## src/tlts_pkg.sv

```systemverilog
// Package with types and constants of the thread scheduler.
`timescale 1ns / 1ps
package tlts_pkg;
  localparam int SlotsDefault = 16;
  localparam logic [15:0] QuantumReset = 16'd20;
  localparam logic [15:0] MainReset = 16'd65535;
  localparam logic [15:0] RaisedReset = 16'd195;

  typedef enum logic [2:0] {
    OP_CREATE = 3'd0, OP_TICK = 3'd1, OP_DWAIT = 3'd2,
    OP_DDONE = 3'd3, OP_EXIT = 3'd4, OP_SETPRI = 3'd5
  } opcode_t;

  typedef enum logic [2:0] {
    EV_NONE = 3'd0, EV_SWITCH = 3'd1, EV_PREEMPT = 3'd2, EV_FINISH = 3'd3,
    EV_TIMEOUT = 3'd4, EV_BLOCK = 3'd5, EV_WOKEN = 3'd6
  } event_t;

  localparam logic [1:0] ST_OK = 2'd0;
  localparam logic [1:0] ST_FULL = 2'd1;
  localparam logic [1:0] ST_DONE = 2'd2;

  localparam logic [1:0] SLOT_FREE = 2'd0;
  localparam logic [1:0] SLOT_READY = 2'd1;
  localparam logic [1:0] SLOT_WAIT = 2'd2;

  localparam logic [1:0] CFG_QUANTUM = 2'd0;
  localparam logic [1:0] CFG_MAIN = 2'd1;
  localparam logic [1:0] CFG_RAISED = 2'd2;
endpackage

```

## src/two_level_thread_scheduler_top.sv

```systemverilog
// Top level of the two-level thread scheduler.
`timescale 1ns / 1ps
// One command is taken at a time. Creates walk the slot table one slot a
// cycle to find a free slot, every insertion into the high-priority queue walks
// that queue one entry a cycle through a single shared 16-bit comparator and
// then shifts it one entry a cycle, and a dispatch from the high queue moves
// the queue up one entry a cycle. A result waits in an output register while
// the next command is worked on; the following result is held until that
// register is free, and no new command is taken meanwhile.
module two_level_thread_scheduler_top
  import tlts_pkg::*;
#(
  parameter int SLOTS = SlotsDefault
) (
  input  logic        clk,
  input  logic        rst_n,
  input  logic        in_tvalid,
  output logic        in_tready,
  // opcode[2:0], priority_req[3], duration_ticks[19:4], must_wait[20]
  input  logic [23:0] in_tdata,
  output logic        out_tvalid,
  input  logic        out_tready,
  // running_slot[3:0], idle[4], created_slot[8:5], status[10:9], event_res[13:11]
  output logic [15:0] out_tdata,
  input  logic        cfg_we,
  input  logic [1:0]  cfg_index,
  input  logic [15:0] cfg_wdata
);
  localparam int SW = (SLOTS > 1) ? $clog2(SLOTS) : 1;
  localparam int CW = $clog2(SLOTS + 1);
  localparam logic [CW-1:0] SlotsC = CW'(SLOTS);

  typedef enum logic [8:0] {
    S_IDLE = 9'b000000001, S_DEC = 9'b000000010, S_FREE = 9'b000000100,
    S_INS = 9'b000001000, S_SHIFT = 9'b000010000, S_DISP = 9'b000100000,
    S_POP = 9'b001000000, S_OUT = 9'b010000000, S_HOLD = 9'b100000000
  } state_t;

  // Continuation after a high-queue insert.
  typedef enum logic [1:0] {K_OUT, K_DISP, K_PRE} kont_t;

  state_t state_r, state_nxt;
  logic [15:0] quantum_r, raised_r;
  logic started_r;

  logic [1:0]  stat_r [SLOTS];
  logic        pri_r  [SLOTS];
  logic [15:0] rem_r  [SLOTS];
  logic [15:0] bud_r  [SLOTS];
  logic [16:0] ela_r  [SLOTS];
  logic [15:0] sli_r  [SLOTS];
  logic [SW-1:0] lowq_r [SLOTS];
  logic [SW-1:0] hiq_r  [SLOTS];
  logic [SW-1:0] dskq_r [SLOTS];
  logic [SW-1:0] low_head_r, dsk_head_r;
  logic [CW-1:0] low_cnt_r, hi_cnt_r, dsk_cnt_r;
  logic [SW-1:0] cur_r;
  logic idle_r, done_r;

  logic [2:0] op_r; logic pri_in_r; logic [15:0] dur_r; logic wait_r;
  logic [CW-1:0] idx_r;     // walk pointer
  logic [SW-1:0] ins_r;     // slot being inserted
  logic [SW-1:0] pend_r;    // slot that runs after a preempting insert
  logic [SW-1:0] ins_pos_r;
  logic tick_rr_r;          // tick rotated the running low thread
  kont_t kont_r;
  logic [SW-1:0] created_r;
  logic [1:0] status_r;
  logic [2:0] ev_r;
  logic [15:0] out_r;
  logic out_v_r;
  logic out_load;

  // Ring index a + b, wrapped at SLOTS with one compare and subtract.
  function automatic logic [SW-1:0] wrap_add(input logic [SW-1:0] a, input logic [CW-1:0] b);
    logic [CW:0] s;
    s = {1'b0, CW'(a)} + {1'b0, b};
    if (s >= (CW+1)'(SLOTS)) s = s - (CW+1)'(SLOTS);
    return SW'(s);
  endfunction

  assign in_tready = (state_r == S_IDLE);
  assign out_tvalid = out_v_r;
  assign out_tdata = out_r;
  assign out_load = (state_r == S_OUT) && (!out_v_r || out_tready);

  logic [SW-1:0] low_tail;
  assign low_tail = wrap_add(low_head_r, low_cnt_r);

  // Slice of the running thread after clamping it to the remaining ticks.
  logic [15:0] sli_clamp;
  assign sli_clamp = (quantum_r > rem_r[cur_r]) ? rem_r[cur_r] : sli_r[cur_r];

  always_ff @(posedge clk) begin
    if (!rst_n) begin
      state_r <= S_IDLE;
      quantum_r <= QuantumReset; raised_r <= RaisedReset;
      started_r <= 1'b0;
      for (int i = 0; i < SLOTS; i++) begin
        stat_r[i] <= (i == 0) ? SLOT_READY : SLOT_FREE;
        pri_r[i] <= 1'b0;
        rem_r[i] <= (i == 0) ? MainReset : 16'd0;
        bud_r[i] <= (i == 0) ? MainReset : 16'd0;
        ela_r[i] <= 17'd0;
        sli_r[i] <= QuantumReset;
      end
      low_head_r <= '0; dsk_head_r <= '0;
      low_cnt_r <= '0; hi_cnt_r <= '0; dsk_cnt_r <= '0;
      cur_r <= '0; idle_r <= 1'b0; done_r <= 1'b0;
      tick_rr_r <= 1'b0;
      out_v_r <= 1'b0;
    end else begin
      state_r <= state_nxt;
      if (cfg_we) begin
        case (cfg_index)
          CFG_QUANTUM: begin
            quantum_r <= cfg_wdata;
            if (!started_r) for (int i = 0; i < SLOTS; i++) sli_r[i] <= cfg_wdata;
          end
          CFG_MAIN: begin
            if (!started_r) begin rem_r[0] <= cfg_wdata; bud_r[0] <= cfg_wdata; end
          end
          CFG_RAISED: raised_r <= cfg_wdata;
          default: ;
        endcase
      end
      if (out_load) out_v_r <= 1'b1;
      else if (out_v_r && out_tready) out_v_r <= 1'b0;
      case (state_r)
        S_IDLE: begin
          if (in_tvalid && in_tready) begin
            op_r <= in_tdata[2:0]; pri_in_r <= in_tdata[3];
            dur_r <= in_tdata[19:4]; wait_r <= in_tdata[20];
            started_r <= 1'b1;
            created_r <= '0; status_r <= ST_OK; ev_r <= EV_NONE;
            idx_r <= '0; tick_rr_r <= 1'b0;
          end
        end
        S_DEC: begin
          if (done_r) begin
            status_r <= ST_DONE;
          end else begin
            case (op_r)
              OP_TICK: begin
                if (idle_r) begin
                  if (hi_cnt_r != '0 || low_cnt_r != '0) ev_r <= EV_SWITCH;
                end else if (ela_r[cur_r] > {1'b0, bud_r[cur_r]}) begin
                  sli_r[cur_r] <= sli_clamp;
                  stat_r[cur_r] <= SLOT_FREE; ev_r <= EV_TIMEOUT;
                end else begin
                  ela_r[cur_r] <= ela_r[cur_r] + 17'd1;
                  if (rem_r[cur_r] <= 16'd1) begin
                    rem_r[cur_r] <= 16'd0;
                    sli_r[cur_r] <= sli_clamp;
                    stat_r[cur_r] <= SLOT_FREE; ev_r <= EV_FINISH;
                  end else begin
                    rem_r[cur_r] <= rem_r[cur_r] - 16'd1;
                    if (pri_r[cur_r]) begin
                      sli_r[cur_r] <= sli_clamp;
                    end else if (sli_clamp <= 16'd1) begin
                      sli_r[cur_r] <= quantum_r;
                      if (low_cnt_r < SlotsC) begin
                        lowq_r[low_tail] <= cur_r;
                        low_cnt_r <= low_cnt_r + CW'(1);
                      end
                      ins_r <= cur_r;
                      tick_rr_r <= 1'b1;
                      ev_r <= EV_SWITCH; // becomes none if the same slot runs again
                    end else begin
                      sli_r[cur_r] <= sli_clamp - 16'd1;
                    end
                  end
                end
              end
              OP_DWAIT: begin
                if (!idle_r && wait_r) begin
                  stat_r[cur_r] <= SLOT_WAIT;
                  if (dsk_cnt_r < SlotsC) begin
                    dskq_r[wrap_add(dsk_head_r, dsk_cnt_r)] <= cur_r;
                    dsk_cnt_r <= dsk_cnt_r + CW'(1);
                  end
                  ev_r <= EV_BLOCK;
                end
              end
              OP_DDONE: begin
                if (dsk_cnt_r != '0) begin
                  ins_r <= dskq_r[dsk_head_r];
                  stat_r[dskq_r[dsk_head_r]] <= SLOT_READY;
                  dsk_head_r <= wrap_add(dsk_head_r, CW'(1));
                  dsk_cnt_r <= dsk_cnt_r - CW'(1);
                  ev_r <= EV_WOKEN;
                  if (!pri_r[dskq_r[dsk_head_r]] && low_cnt_r < SlotsC) begin
                    lowq_r[low_tail] <= dskq_r[dsk_head_r];
                    low_cnt_r <= low_cnt_r + CW'(1);
                  end
                  kont_r <= K_OUT;
                end
              end
              OP_EXIT: begin
                if (!idle_r) begin stat_r[cur_r] <= SLOT_FREE; ev_r <= EV_FINISH; end
              end
              OP_SETPRI: begin
                if (!idle_r) begin
                  pri_r[cur_r] <= pri_in_r;
                  if (pri_in_r) rem_r[cur_r] <= raised_r;
                end
              end
              default: ;
            endcase
          end
        end
        S_FREE: begin
          if (idx_r == SlotsC) begin
            status_r <= ST_FULL;
          end else if (stat_r[SW'(idx_r)] == SLOT_FREE) begin
            created_r <= SW'(idx_r);
            stat_r[SW'(idx_r)] <= SLOT_READY;
            pri_r[SW'(idx_r)] <= pri_in_r;
            bud_r[SW'(idx_r)] <= dur_r; rem_r[SW'(idx_r)] <= dur_r;
            ela_r[SW'(idx_r)] <= '0; sli_r[SW'(idx_r)] <= quantum_r;
            if (!pri_in_r) begin
              if (low_cnt_r < SlotsC) begin
                lowq_r[low_tail] <= SW'(idx_r);
                low_cnt_r <= low_cnt_r + CW'(1);
              end
            end else if (!idle_r && !pri_r[cur_r]) begin
              sli_r[cur_r] <= quantum_r;
              if (low_cnt_r < SlotsC) begin
                lowq_r[low_tail] <= cur_r;
                low_cnt_r <= low_cnt_r + CW'(1);
              end
              ins_r <= SW'(idx_r);
              ev_r <= EV_PREEMPT;
              kont_r <= K_DISP;
            end else if (!idle_r && dur_r < rem_r[cur_r]) begin
              ins_r <= cur_r;
              pend_r <= SW'(idx_r);
              ev_r <= EV_PREEMPT;
              kont_r <= K_PRE;
            end else begin
              ins_r <= SW'(idx_r);
              kont_r <= K_OUT;
            end
          end
          if (state_nxt == S_INS) idx_r <= '0; else idx_r <= idx_r + CW'(1);
        end
        S_INS: begin
          // Stop at the first entry with strictly larger remaining ticks.
          if (state_nxt == S_INS) begin
            idx_r <= idx_r + CW'(1);
          end else if (state_nxt == S_SHIFT) begin
            idx_r <= hi_cnt_r;
            ins_pos_r <= SW'(idx_r);
          end
        end
        S_SHIFT: begin
          if (idx_r > CW'(ins_pos_r)) begin
            hiq_r[SW'(idx_r)] <= hiq_r[SW'(idx_r - CW'(1))];
            idx_r <= idx_r - CW'(1);
          end else begin
            hiq_r[ins_pos_r] <= ins_r;
            hi_cnt_r <= hi_cnt_r + CW'(1);
            if (kont_r == K_PRE) cur_r <= pend_r;
          end
        end
        S_DISP: begin
          idle_r <= 1'b0;
          if (hi_cnt_r != '0) begin
            cur_r <= hiq_r[0]; idx_r <= CW'(1);
          end else if (low_cnt_r != '0) begin
            cur_r <= lowq_r[low_head_r];
            low_head_r <= wrap_add(low_head_r, CW'(1));
            low_cnt_r <= low_cnt_r - CW'(1);
          end else if (dsk_cnt_r != '0) begin
            idle_r <= 1'b1;
          end else begin
            done_r <= 1'b1;
          end
        end
        S_POP: begin
          if (idx_r < hi_cnt_r) begin
            hiq_r[SW'(idx_r - CW'(1))] <= hiq_r[SW'(idx_r)];
            idx_r <= idx_r + CW'(1);
          end else begin
            hi_cnt_r <= hi_cnt_r - CW'(1);
          end
        end
        S_OUT: begin
          if (out_load) begin
            out_r <= {2'b00, ((op_r == OP_TICK && tick_rr_r && cur_r == ins_r &&
                                !idle_r && !done_r) ? EV_NONE : ev_r),
                      done_r ? ST_DONE : status_r, 4'(created_r), idle_r,
                      (idle_r || done_r) ? 4'd0 : 4'(cur_r)};
          end
        end
        default: ;
      endcase
    end
  end

  always_comb begin
    state_nxt = state_r;
    case (state_r)
      S_IDLE: if (in_tvalid && in_tready) state_nxt = S_DEC;
      S_DEC: begin
        state_nxt = S_OUT;
        if (!done_r) begin
          case (op_r)
            OP_CREATE: state_nxt = S_FREE;
            OP_TICK: begin
              if (idle_r) begin
                if (hi_cnt_r != '0 || low_cnt_r != '0) state_nxt = S_DISP;
              end else if (ela_r[cur_r] > {1'b0, bud_r[cur_r]} || rem_r[cur_r] <= 16'd1)
                state_nxt = S_DISP;
              else if (!pri_r[cur_r] && sli_clamp <= 16'd1)
                state_nxt = S_DISP;
            end
            OP_DWAIT: if (!idle_r && wait_r) state_nxt = S_DISP;
            OP_DDONE: if (dsk_cnt_r != '0 && pri_r[dskq_r[dsk_head_r]]) state_nxt = S_INS;
            OP_EXIT: if (!idle_r) state_nxt = S_DISP;
            default: ;
          endcase
        end
      end
      S_FREE: begin
        if (idx_r == SlotsC) state_nxt = S_OUT;
        else if (stat_r[SW'(idx_r)] == SLOT_FREE) state_nxt = pri_in_r ? S_INS : S_OUT;
      end
      S_INS: begin
        if (idx_r < hi_cnt_r && rem_r[hiq_r[SW'(idx_r)]] <= rem_r[ins_r]) state_nxt = S_INS;
        else if (hi_cnt_r >= SlotsC) state_nxt = (kont_r == K_DISP) ? S_DISP : S_OUT;
        else state_nxt = S_SHIFT;
      end
      S_SHIFT: if (idx_r <= CW'(ins_pos_r))
        state_nxt = (kont_r == K_DISP) ? S_DISP : S_OUT;
      S_DISP: state_nxt = (hi_cnt_r != '0) ? S_POP : S_OUT;
      S_POP: if (idx_r >= hi_cnt_r) state_nxt = S_OUT;
      S_OUT: if (!out_v_r || out_tready) state_nxt = S_IDLE;
      default: state_nxt = S_IDLE;
    endcase
  end
endmodule

```

## config.mk

```make
export PLATFORM = sky130hd
export DESIGN_NAME = two_level_thread_scheduler_top
export DESIGN_NICKNAME = d
export VERILOG_FILES = /design/src/tlts_pkg.sv /design/src/two_level_thread_scheduler_top.sv
export SDC_FILE = /design/constraint.sdc
export NUM_CORES = 2
export LEC_CHECK = 0
export BUFFER_PORTS_ARGS = -buffer_cell sky130_fd_sc_hd__buf_4
export CAP_MARGIN = 30
export CORE_MARGIN = 4
export CORE_UTILIZATION = 43
export DETAILED_ROUTE_END_ITERATION = 8
export GPL_ROUTABILITY_DRIVEN = 0
export GPL_TIMING_DRIVEN = 0
export HOLD_SLACK_MARGIN = 0.03
export PLACE_DENSITY_LB_ADDON = 0.08
export SLEW_MARGIN = 10
export SYNTH_ARGS = -nofsm -noshare
export SYNTH_HDL_FRONTEND = slang
export SYNTH_SLANG_ARGS = --single-unit
```

## constraint.sdc

```tcl
create_clock -name clk -period 8.65 [get_ports clk]
set_input_delay 0 -clock clk [delete_from_list [all_inputs] [get_ports clk]]
set_output_delay 0 -clock clk [all_outputs]
set_load 0.01 [all_outputs]
```

==> run_results.csv <==
group,metric,value,unit
die,fp.dieW,426.5,um
yosys,synth_area_leader_cell,"edfxtp_1",
worst_setup_path,cp_num_buf_inv,15,
hold_path,worstHoldStart,"cfg_wdata[1]",
clocking,cts_buffers,163,
yosys,synth_top_area_frac,0.5290,
die,std_cell_rows,153,
worst_setup_path,cp-end-kind,"flip-flop",
worst_setup_path,crit_type,"reg -> reg",
clocking,clock_path_buffers,3,
yosys,synth_ff_type,"edfxtp_1",
pwr,leakagePower,29.64,nW
cells_and_area,instances_no_fill,8699,
clocking,clkTransAtPathRegs,0.06,ns
drt,via_count,56630,
drt,dr.pass1.iters,7,
grt,grt_start_max_net_pins,23,
grt,grt_pass1_vias,55070,
grt,top_usage_layer,"met2",
worst_setup_path,path_common_cell,"buf_6",
place,dp_cells,8275,
yosys,yosysMostFrequentCell,"edfxtp_1",
cells_and_area,syn_to_final_growth,15.95,%
drt,drt_iter0_drc,8493,
pwr,pwr_density_cell,185.4,mW/mm^2
clocking,cts_tree,"built",
hold_path,whs_endpoint,"quantum_r[1]",
worst_setup_path,worstPathRequired,9.29,ns
clocking,clock_latency,0.85,ns
grt,use_met3,0.07959,
cells_and_area,final_cell_area,0.08734,mm^2
grt,antenna_found_initial,15,
sta,skew,0.04210,ns
grt,track_usage,0.3215,
worst_setup_path,cp_data_arrival_time,9.17,ns
yosys,synthCells,5785,
sta,slew_violations,0,
clocking,h-tree-depth,4,
cells_and_area,multi_input_area,0.03148,mm^2
sta,max_slew_margin,0.1579,
drt,routed_via_density,6.510,
worst_setup_path,start_kind,"flip-flop",
cells_and_area,layout.nets,6376,
yosys,synth_commonest_cells,"1327 x edfxtp_1, 873 x nor2_1, 494 x mux4_2, 459 x nand2_1, 315 x clkbuf_1",
pwr,power.total,16.20,mW
place,portBuffers,59,
run_status,status,"finished, final reports clean",
worst_setup_path,r2r_setup_slack,0.12,ns
yosys,synth_warnings,0,
drt,wirelength,295.9,mm
yosys,ys_top_cells_by_area,"edfxtp_1 53%, mux4_2 15%, nor2_1 4.4%",
grt,grt_util_met1,0.4181,
clocking,root_buffer,"clkbuf_16",
worst_setup_path,regToRegEndpoint,"sli_r[6][13]",
place,dpl.hpwl,219.7,mm
die,core_area,0.1740,mm^2
die,die_y,426.5,um
hold_path,hold_path_class,"in -> reg",
sta,fmax,117.2,MHz
yosys,yosysUniqueCellTypes,97,
cells_and_area,post-route-util,0.5019,
grt,grt_overflow_total,0,
cells_and_area,drive_gt1_frac,0.2038,
die,ios,65,
grt,grt_pass1_wl,413.5,mm
yosys,ys_ff_latch,1436,
sta,setup_viol,0,
sta,worst_hold_slack,0.08528,ns
grt,met2_usage,0.4935,
yosys,ys_seq_area_frac,0.5580,
job,maxCapViolations,0,
sta,timing.final.crit_period,8.531,ns
worst_setup_path,worst-r2r-cell-count,28,
drt,drcViolationCount,0,
drt,drtAntennaViolNets,0,
hold_path,hold_path_depth,4,
die,initial_core_util,0.4329,
yosys,async_flop_share,0,
cells_and_area,fillers,15200,
sta,fin_crit_sh,0.9863,
die,dieArea,0.1819,mm^2
clocking,numClockSinks,1436,
yosys,avgSynthCellArea,13.02,um^2
worst_setup_path,path_max_fanout,19,
worst_setup_path,cp_top_family,"buffers and inverters",
place,placed_area,0.08009,mm^2
yosys,synth_area,0.07532,mm^2
sta,worst_pin_slew,1.263,ns
cells_and_area,regArea,0.04203,mm^2
worst_setup_path,slowest_delay,0.54,ns
worst_setup_path,crit_slowest_cell,"mux4_2",
pwr,irDropWorstVdd,0.1897,mV
drt,post_drt_wl_per_cell,34.02,um
sta,hold_viol_final,0,
yosys,synth_edf_count,1327,
-- timing repair --
action | in CTS | in global routing
setup buffers | 20 | 11
resized for setup | 157 | 43
hold buffers | 76 | 0
pin swaps | 8 | 11
hold endpoints to repair | 168 | 0
endpoints found under the setup margin | 1444 | 798
-- layer usage --
layer,wire length (um),up-vias
met5,68,-
met3,29750,906
li1,-,23330
met1,112700,28900
met2,133600,3487
met4,19800,8
-- cell usage in the layout, fill, tap and decap left out, types with 27 or more instances in the layout --
master and instances:
a211oi_1 31, a21o_1 29, a21oi_1 169, a221oi_1 45, a22oi_1 119, and2_1 258
buf_1 44, buf_2 80, buf_4 140, buf_6 35, buf_8 44, clkbuf_1 297
clkbuf_16 167, clkbuf_2 32, clkinv_1 29, clkinv_2 32, dfxtp_1 109, dlygate4sd3_1 76
edfxtp_1 1327, ha_1 98, inv_1 84, mux2_2 47, mux2i_1 64, mux4_2 494
nand2_1 408, nand2_2 33, nand3_1 103, nor2_1 867, nor2b_1 37, nor3_1 98
o21ai_0 161, o221ai_1 83, o31ai_1 63, xnor2_1 39, xor2_1 27
-- logic make-up after synthesis --
family / synth area share
other cells: 0.00004979
buf+inv: 0.03198
simple gates: 0.1217
mux: 0.1722
compound gates: 0.09108
xor+xnor: 0.007674
fa+ha+maj: 0.01734
flops: 0.5580
-- layout make-up --
type,instances,area share
flip-flops and latches,1436,0.4813
multi-input cells,3790,0.3605
clock buffers,206,0.05033
well taps,2325,0.03331
repair buffers,287,0.03302
plain buffers,461,0.02562
clock inverters,97,0.01195
inverters,88,0.003782
diodes,9,0.0002579
-- sequential cells by signal (all words and copies together), names as in the netlist, 16 cells and up, named ones only --
register   flops
lowq_r        64
raised_r      16
ela_r        272
bud_r        256
stat_r        32
sli_r        256
pri_r         16
rem_r        256
quantum_r     16
dskq_r        64
hiq_r         64
dur_r         16
-- how the worst max path moves through the flow --
stage                     cells after the start           end       from  slack [ns]
final                                        28  sli_r[6][13]  flip-flop        0.12
after global routing                         28  sli_r[3][13]  flip-flop      -0.003
after CTS                                    24   sli_r[0][7]  flip-flop       0.002
after detailed placement                     28  rem_r[9][15]  flip-flop       -3.46
after global placement                       28   rem_r[6][9]  flip-flop       -4.42
after floorplan                              29  rem_r[11][0]  flip-flop        1.26
-- per-stage QoR --
stage,TNS [ns],setup slack [ns]
2_1_floorplan,0,1.263
4_1_cts,0,0.001928
3_3_place_gp,-4576.60,-4.416
5_1_grt,-0.003385,-0.003385
6_report,0,0.1185
3_5_place_dp,-3521.54,-3.465
-- power by group --
part	switching, mW	internal, mW	leakage [nW]
sequential	0.0965	7.78	14.1
clock	3.05	4.11	2.65
combinational	0.724	0.433	12.9
total	3.87	12.3	29.6
-- tightest hold or removal path, cell delays in order --
cell,delay (ns)
dlygate4sd3_1,0.53
buf_4,0.20
nand2_1,0.07
a21oi_1,0.05
Power figures use the tool's default switching activity.
